### config.mk
export PLATFORM = sky130hd
export DESIGN_NAME = booth_radix2_multiplier_core
export DESIGN_NICKNAME = d
export VERILOG_FILES = /design/src/booth_pkg.sv /design/src/booth_radix2_multiplier_core.sv /design/src/booth_datapath.sv /design/src/booth_controller.sv
export SDC_FILE = /design/constraint.sdc
export NUM_CORES = 1
export LEC_CHECK = 0
export BUFFER_PORTS_ARGS = -buffer_cell sky130_fd_sc_hd__buf_2
export CELL_PAD_IN_SITES_DETAIL_PLACEMENT = 0
export CELL_PAD_IN_SITES_GLOBAL_PLACEMENT = 1
export CORE_MARGIN = 4
export CORE_UTILIZATION = 40
export CTS_CLUSTER_DIAMETER = 100
export DETAILED_ROUTE_END_ITERATION = 12
export PLACE_DENSITY_LB_ADDON = 0.08
export SYNTH_ARGS = -nofsm -noshare
export SYNTH_HDL_FRONTEND = slang
export SYNTH_SLANG_ARGS = --single-unit
### constraint.sdc
create_clock -name clk -period 2.45 [get_ports clk]
set_input_delay 0.245 -clock clk [delete_from_list [all_inputs] [get_ports clk]]
set_output_delay 0.245 -clock clk [all_outputs]
set_load 0.02 [all_outputs]
### src/booth_pkg.sv
// ----------------------------------------------------------------------------
// booth_pkg
// Shared types and constants for the radix-2 Booth multiplier: controller
// states, the command group from controller to datapath and Booth pair codes.
// ----------------------------------------------------------------------------
`default_nettype none

package booth_pkg;

    // controller states, one-hot
    typedef enum logic [2:0] {
        ST_IDLE = 3'b001,
        ST_RUN  = 3'b010,
        ST_HOLD = 3'b100
    } booth_state_t;

    // commands from controller to datapath
    typedef struct packed {
        logic load;     // take new operands, clear accumulator
        logic step;     // one Booth add/subtract and arithmetic shift
        logic capture;  // move finished product into the output register
    } booth_cmd_t;

    // Booth recoding of {current multiplier bit, previous bit}
    localparam logic [1:0] BOOTH_ADD = 2'b01;
    localparam logic [1:0] BOOTH_SUB = 2'b10;

endpackage

`default_nettype wire

### src/booth_radix2_multiplier_core.sv
// ----------------------------------------------------------------------------
// booth_radix2_multiplier_core
// Signed WIDTH x WIDTH radix-2 Booth multiplier with valid/stall handshakes.
// ----------------------------------------------------------------------------
// Multiplies two signed two's-complement operands of WIDTH bits and returns
// the full signed product of 2*WIDTH bits, exact for every operand pair
// including most-negative times most-negative. Each transaction runs WIDTH
// Booth add/subtract-and-shift iterations through one shared adder and then
// hands the product to the output register. When the output register is
// free, that hand-over also takes in the next operands, so back-to-back
// transactions follow without an idle state between them. A product waiting
// in the output register does not hold off the next transaction's
// iterations; only its hand-over, and with it the acceptance of further
// operands, waits until the output side takes the waiting product.
`default_nettype none

module booth_radix2_multiplier_core #(
    parameter int WIDTH = 8
) (
    input  wire logic                     clk,
    input  wire logic                     rst_n,
    input  wire logic                     in_valid,
    output logic                          in_stall,
    input  wire logic signed [WIDTH-1:0]  multiplicand,
    input  wire logic signed [WIDTH-1:0]  multiplier,
    output logic                          out_valid,
    input  wire logic                     out_stall,
    output logic signed [2*WIDTH-1:0]     product
);
    import booth_pkg::*;

    booth_cmd_t cmd;

    // sequencing and handshakes
    booth_controller #(
        .WIDTH (WIDTH)
    ) u_ctrl (
        .clk       (clk),
        .rst_n     (rst_n),
        .in_valid  (in_valid),
        .in_stall  (in_stall),
        .out_valid (out_valid),
        .out_stall (out_stall),
        .cmd       (cmd)
    );

    // accumulator, shared adder and product register
    booth_datapath #(
        .WIDTH (WIDTH)
    ) u_dp (
        .clk          (clk),
        .cmd          (cmd),
        .multiplicand (multiplicand),
        .multiplier   (multiplier),
        .product      (product)
    );

endmodule

`default_nettype wire

### src/booth_datapath.sv
// ----------------------------------------------------------------------------
// booth_datapath
// Accumulator, multiplier shift register, previous-bit flop and the single
// shared adder/subtractor, plus the output product register.
// ----------------------------------------------------------------------------
`default_nettype none

module booth_datapath #(
    parameter int WIDTH = 8
) (
    input  wire logic                      clk,
    input  wire booth_pkg::booth_cmd_t     cmd,
    input  wire logic signed [WIDTH-1:0]   multiplicand,
    input  wire logic signed [WIDTH-1:0]   multiplier,
    output logic signed [2*WIDTH-1:0]      product
);
    import booth_pkg::*;

    // accumulator and multiplicand carry one guard bit
    logic [WIDTH:0]       acc_reg,  acc_next;
    logic [WIDTH:0]       m_reg,    m_next;
    logic [WIDTH-1:0]     q_reg,    q_next;
    logic                 prev_reg, prev_next;
    logic [2*WIDTH-1:0]   product_reg, product_next;
    logic [WIDTH:0]       sum;

    // booth add, subtract or pass
    always_comb
    begin
        unique case ({q_reg[0], prev_reg})
            BOOTH_ADD: sum = acc_reg + m_reg;
            BOOTH_SUB: sum = acc_reg - m_reg;
            default:   sum = acc_reg;
        endcase
    end

    // next-state of the working registers
    always_comb
    begin
        acc_next     = acc_reg;
        m_next       = m_reg;
        q_next       = q_reg;
        prev_next    = prev_reg;
        product_next = product_reg;
        if (cmd.load)
        begin
            acc_next  = '0;
            m_next    = {multiplicand[WIDTH-1], multiplicand};
            q_next    = multiplier;
            prev_next = 1'b0;
        end
        else if (cmd.step)
        begin
            // arithmetic right shift of the acc, q, prev chain
            acc_next  = {sum[WIDTH], sum[WIDTH:1]};
            q_next    = {sum[0], q_reg[WIDTH-1:1]};
            prev_next = q_reg[0];
        end
        if (cmd.capture)
        begin
            product_next = {acc_reg[WIDTH-1:0], q_reg};
        end
    end

    // payload registers, no reset needed
    always_ff @(posedge clk)
    begin
        acc_reg     <= acc_next;
        m_reg       <= m_next;
        q_reg       <= q_next;
        prev_reg    <= prev_next;
        product_reg <= product_next;
    end

    assign product = product_reg;

endmodule

`default_nettype wire

### src/booth_controller.sv
// ----------------------------------------------------------------------------
// booth_controller
// State machine that sequences load, WIDTH Booth steps and the hand-over of
// the product, and runs both transaction handshakes.
// ----------------------------------------------------------------------------
`default_nettype none

module booth_controller #(
    parameter int WIDTH = 8
) (
    input  wire logic                  clk,
    input  wire logic                  rst_n,
    input  wire logic                  in_valid,
    output logic                       in_stall,
    output logic                       out_valid,
    input  wire logic                  out_stall,
    output booth_pkg::booth_cmd_t      cmd
);
    import booth_pkg::*;

    localparam int CNT_W = $clog2(WIDTH);

    booth_state_t     state_reg, state_next;
    logic [CNT_W-1:0] cnt_reg,   cnt_next;
    logic             out_valid_reg, out_valid_next;
    logic             slot_free;
    logic             in_take;
    logic             last_step;

    // output register can take a product this cycle
    assign slot_free = !out_valid_reg || !out_stall;
    assign last_step = (cnt_reg == CNT_W'(WIDTH - 1));

    // input accepted when idle, or while handing over the previous product
    always_comb
    begin
        unique case (state_reg)
            ST_IDLE: in_stall = 1'b0;
            ST_HOLD: in_stall = !slot_free;
            default: in_stall = 1'b1;
        endcase
    end

    assign in_take = in_valid && !in_stall;

    // next state and commands
    always_comb
    begin
        state_next     = state_reg;
        cnt_next       = cnt_reg;
        out_valid_next = out_valid_reg && out_stall;
        cmd            = '0;
        unique case (state_reg)
            ST_IDLE:
            begin
                if (in_take)
                begin
                    cmd.load   = 1'b1;
                    cnt_next   = '0;
                    state_next = ST_RUN;
                end
            end
            ST_RUN:
            begin
                cmd.step = 1'b1;
                cnt_next = cnt_reg + 1'b1;
                if (last_step)
                begin
                    state_next = ST_HOLD;
                end
            end
            ST_HOLD:
            begin
                if (slot_free)
                begin
                    cmd.capture    = 1'b1;
                    out_valid_next = 1'b1;
                    if (in_take)
                    begin
                        cmd.load   = 1'b1;
                        cnt_next   = '0;
                        state_next = ST_RUN;
                    end
                    else
                    begin
                        state_next = ST_IDLE;
                    end
                end
            end
            default:
            begin
                state_next = ST_IDLE;
            end
        endcase
    end

    // control registers
    always_ff @(posedge clk or negedge rst_n)
    begin
        if (!rst_n)
        begin
            state_reg     <= ST_IDLE;
            cnt_reg       <= '0;
            out_valid_reg <= 1'b0;
        end
        else
        begin
            state_reg     <= state_next;
            cnt_reg       <= cnt_next;
            out_valid_reg <= out_valid_next;
        end
    end

    assign out_valid = out_valid_reg;

endmodule

`default_nettype wire

; Yosys cells after proc, flatten, opt, wreduce, memory -nomap -nowiden
; Index checks and enable logic that the tools add are counted.
[word_totals]
out_inout_bits = 18
register_bits = 48
ram_bits = 0
rom_bits = 0
inputBits = 20
word_cells = 51
latch_bits = 0
n_memories = 0
[classes]
mux = 20
n_eq_ne = 9
n_reduce_logical = 11
order_cmp = 0
multipliers = 0
bitwise = 0
shift = 0
addsub = 3
div = 0
[ops]
columns = cell, n
row1 = $pmux W3 S3, 2
row2 = $pmux W9 S2, 1
row3 = $mux W8, 2
row4 = $mux W3, 5
row5 = $add A8 B8 Y9, 1
row6 = $sub A8 B8 Y9, 1
row7 = $mux W1, 7
row8 = $eq A3 B3 Y1 const B, 2
row9 = $ne A2 B1 Y1 const B, 3
row10 = $logic_not A1 Y1, 4
row11 = $pmux W1 S2, 2
row12 = $add A3 B1 Y3 const B, 1
row13 = $eq A3 B1 Y1 const B, 1
row14 = $eq A3 B2 Y1 const B, 1
row15 = $reduce_and A3 Y1, 1
row16 = $reduce_bool A3 Y1, 1
row17 = $eq A2 B1 Y1 const B, 1
row18 = $eq A2 B2 Y1 const B, 1
row19 = $logic_and A1 B1 Y1, 2
row20 = $mux W2, 1
row21 = $reduce_and A2 Y1, 1
row22 = $reduce_bool A2 Y1, 1
row23 = $logic_or A1 B1 Y1, 1

; Longest topological paths before layout
[depth]
word_depth = 10
ltp_mapped = 12
mapped_depth_nobuf = 11

; Hierarchy
; Synthesis repeated with hierarchy kept, for this count alone.
[unflattened]
cells_unflattened = 198
area_unflattened_um2 = 2409.8
[by_module_without_submodules]
columns = module, cells_per_inst, area_per_inst_um2, seq_area_each_um2, n_inst
row1 = booth_datapath, 162, 2003.2, 1141.1, 1
row2 = booth_controller, 36, 406.6, 176.4, 1

; Worst setup path before layout
; OpenSTA, ideal clock, no wires.
[synth_path]
path_kind = flip-flop to flip-flop
from = register u_dp.q_reg[0]
to = register, netlist name u_dp.acc_reg[7]
setup_slack_ns = -0.010
path_stages_with_launch = 12
required_ns = 2.384
setup_time_ns = 0.066
synth_period_minus_slack_ns = 2.460
arrival_time_ns = 2.394
path_cell_list = edfxtp_1 -> ha_1 -> buf_6 -> a21oi_1 -> xnor2_1 -> ha_1 -> a21o_1 -> a21o_1 -> a221oi_2 -> xor2_1 -> or3_1 -> a21oi_2
[synth_via]
elab_chain_len = 2
[synth_lines]
columns = element, line_no
row1 = from (decl), booth_datapath.sv:22  ; logic [WIDTH-1:0] q_reg, q_next;
row2 = from (signal assigned), booth_datapath.sv:70  ; q_reg <= q_next;
row3 = $eq A2 B2 Y1 / $eq A2 B1 Y1 (equally long branches), booth_datapath.sv:30  ; unique case ({q_reg[0], prev_reg})
row4 = $pmux W9 S2 *, booth_datapath.sv:30
; Mark *: on every way between the ends. The rest lies on a longest branch, timed or not.
; A chain may end at the register's enable or synchronous reset.

; Worst setup path in the final report
[layout_path]
from = register u_dp.m_reg[3]
to = register, netlist name u_dp.acc_reg[7]
[layout_via]
elab_chain_len = 2
[layout_lines]
columns = element, line_no
row1 = from (decl), booth_datapath.sv:21  ; logic [WIDTH:0] m_reg, m_next;
row2 = from (signal assigned), booth_datapath.sv:69  ; m_reg <= m_next;
row3 = $sub A8 B8 Y9 / $add A8 B8 Y9 (equally long branches), "booth_datapath.sv:32, booth_datapath.sv:31"
row4 = $pmux W9 S2 *, booth_datapath.sv:30
; Marks and branches as above.

==> impl_metrics.yaml <==
layout:
  final_util_pct: 52.9
  fin_nets: 282
  final_layout_size_suffix_gt1_share_pct: 40.0
  largest_reg_flops: 16
  final_cells: 322
  diodes: 0
  syn2layout_area_growth_pct: 27.9
floorplanning:
  initial_utilization_pct: 41.4
  top_level_ports: 38
  rows: 27
  core-area_um2: 5540
  die_area_um2: 7010
  die_w_um: 83.7
  die_h_um: 83.7
synth:
  synth_cell_types: 42
  synthFlopType: "edfxtp_1"
  synth_top_area_share_pct: 41.9
  synth_most_common_cell: "edfxtp_1"
  syn-instance-count: 181
  synth_area_leader_cell: "edfxtp_1"
  syn_area_per_cell_um2: 12.7
  synth_commonest_cells: "edfxtp_1 (32), ha_1 (12), o21ai_0 (12)"
  synthArstFlopShare_pct: 14.6
  syn-num-nets: 214
  seq_area_frac_synth_pct: 57.5
  synth_area_leaders: "edfxtp_1 (42%), dfxtp_1 (7.9%), dfrtp_1 (6.6%)"
  syn_area_um2: 2290
  synth_edf_count: 32
  yosys_warnings: 0
  synth-seq-cells: 48
setup_path:
  crit_chain: "nor3_4 -> a21oi_2 -> xnor2_1 -> ha_1 -> a21o_1 -> a21o_1 -> a221oi_2 -> xor2_1 -> or3_1 -> a21oi_2"
  crit_path_max_incr_delay_ns: 0.44
  endpoint_kind: "register"
  crit_path_start_kind: "register"
  arrival_ns: 2.68
  critPathKind: "reg -> reg"
  path_max_fanout: 3
  slowest_stage: "edfxtp_1"
  critPathRequiredTime_ns: 2.68
global_route:
  use_met3_pct: 3.75
  grt_pass1_wl_um: 7980
  antenna_found_initial: 0
  overflow: 0
  grtUsageTotal_pct: 13.9
  grt_pass1_vias: 1710
  grt_max_degree: 17
  met1_usage_pct: 17.4
  grt_use_met2_pct: 23.1
  busiest_layer: "met2"
sta:
  hold_violations: 0
  fin_hold_ws_ns: 0.119
  slew_headroom_pct: 60.5
  worst_pin_slew_ns: 0.593
  fmax_ghz: 0.407
  rsz0062_at_grt: "yes"
  slew_violations: 0
  skew_ns: 0.00938
  final.setup.worst_slack_ns: -0.00449
  post-route-min-period_ns: 2.45
  finalSetupTns_ns: -0.00449
  finalCritPeriodShare_pct: 100
  setup-violations-final: 1
run_status:
  status: "finished with violations"
  violations: "setup timing"
clock_network:
  htree_levels: 2
  clk_latency_ns: 0.30
  cts.clk_slew.worst_paths_ns: 0.08
  cts_made_buffers: 5
  cts.sinks: 48
  clockBufferDepth: 2
  cts_tree: "done"
  root_buffer: "clkbuf_8"
drt:
  via_per_inst: 4.93
  drtIter0Drc: 87
  via_count: 1588
  drc: 0
  dr.pass1.iters: 4
  wire_per_inst_um: 13.6
  drt-total-wl_um: 4380
  drtAntennaViolNets: 0
place:
  hpwl_um: 3440
  io_buffers: 37
  routabilityCongestion: 0.820
  dp.cells: 310
power:
  power_density_nw_per_um2: 1270
  ir_drop_v: 0.000720
  power.leakage_uw: 0.00123
run:
  cap_violations: 0
hold_path:
  hp-class: "in -> reg"
-- final cells by class --
| class | instances | area, um^2 |
|---|---|---|
| well taps | 72 | 90.1 |
| multi-input cells | 120 | 978 |
| clock inverters | 3 | 42.5 |
| clock buffers | 5 | 68.8 |
| fillers | 504 | 2610 |
| flip-flops and latches | 48 | 1320 |
| inverters | 9 | 33.8 |
| repair buffers | 65 | 402 |
-- routing by layer --
layer | up-vias | part of all wire, % | wire length, um
met3 | 5 | 4.9 | 216
met5 | - | 0 | 0
li1 | 813 | - | -
met4 | 0 | 1.3 | 55
met1 | 741 | 44 | 1950
met2 | 29 | 49 | 2160
-- per-stage QoR --
| step | worst slack (ns) | instance area (um^2) | total power [uW] |
|---|---|---|---|
| final | -0.00449 | 2930 | 3720 |
| after global routing | -0.145 | 2930 | 4060 |
| after CTS | -0.0479 | 2860 | 3660 |
| after detailed placement | -0.137 | 2730 | 3060 |
| after global placement | -0.0489 | 2730 | 2990 |
| after floorplan | 0.0166 | 2300 | 2450 |
-- cells in the final DEF, fill, tap and decap left out, drive strengths merged, types with 2 or more instances in the layout --
master  netlist  layout
buf           3      64
edfxtp       32      32
o21ai        13      13
ha           12      12
nand2        11      11
a21oi        11      11
nor2         10      10
dfxtp         9       9
inv           9       9
mux2          8       8
xnor2         8       8
a21o          7       7
dfrtp         6       6
clkbuf        1       5
nor3          5       5
a31oi         4       4
xor2          4       4
mux2i         3       3
a32oi         3       3
a22o          3       3
or3           2       2
nand3         2       2
and3          2       2
nand2b        2       2
a211oi        2       2
clkinv        0       2
-- what timing repair did --
item,CTS,global route
pin swaps,4,9
buffers inserted,1,2
gates resized for setup,1,14
hold endpoints to repair,7,0
hold buffers,1,0
setup endpoints to repair,2,3
-- cell families after synthesis --
| logic type | synth area share, % |
|---|---|
| xor gates and xnor gates | 4.59 |
| DFF | 57.5 |
| buffers and inverters | 2.84 |
| adders and majority gates | 7.42 |
| muxes | 5.24 |
| and+or+nand+nor | 7.92 |
| AOI/OAI and AO/OA | 14.5 |
-- worst paths after layout --
path	start	endpoint	slack [ns]	depth (start not counted)
worst max-delay path	u_dp.m_reg[3]	u_dp.acc_reg[7]	-0.004	10
min in group asynchronous	rst_n	u_ctrl.cnt_reg[0]	0.30	2
worst max register to register	u_dp.m_reg[3]	u_dp.acc_reg[7]	-0.004	10
worst min-delay path	multiplicand[5]	u_dp.m_reg[5]	0.12	1
worst min register to register	u_dp.acc_reg[0]	u_dp.product[8]	0.45	0
max in group asynchronous	rst_n	u_ctrl.state_reg[0]	1.92	2
-- where the power goes --
group / leakage (uW) / internal, uW / switching, uW
Combinational: 0.000715 / 973 / 883
Sequential: 0.000462 / 1140 / 169
Clock: 0.0000558 / 302 / 253
-- critical path, delay by kind of cell (launching register included) --
kind / cells / cell delay, ns
and+or+nand+nor: 2 / 0.58
AOI/OAI and AO/OA: 5 / 0.84
xor gates and xnor gates: 2 / 0.26
adders and majority gates: 1 / 0.27
DFF: 1 / 0.44
Power figures use the tool's default switching activity.
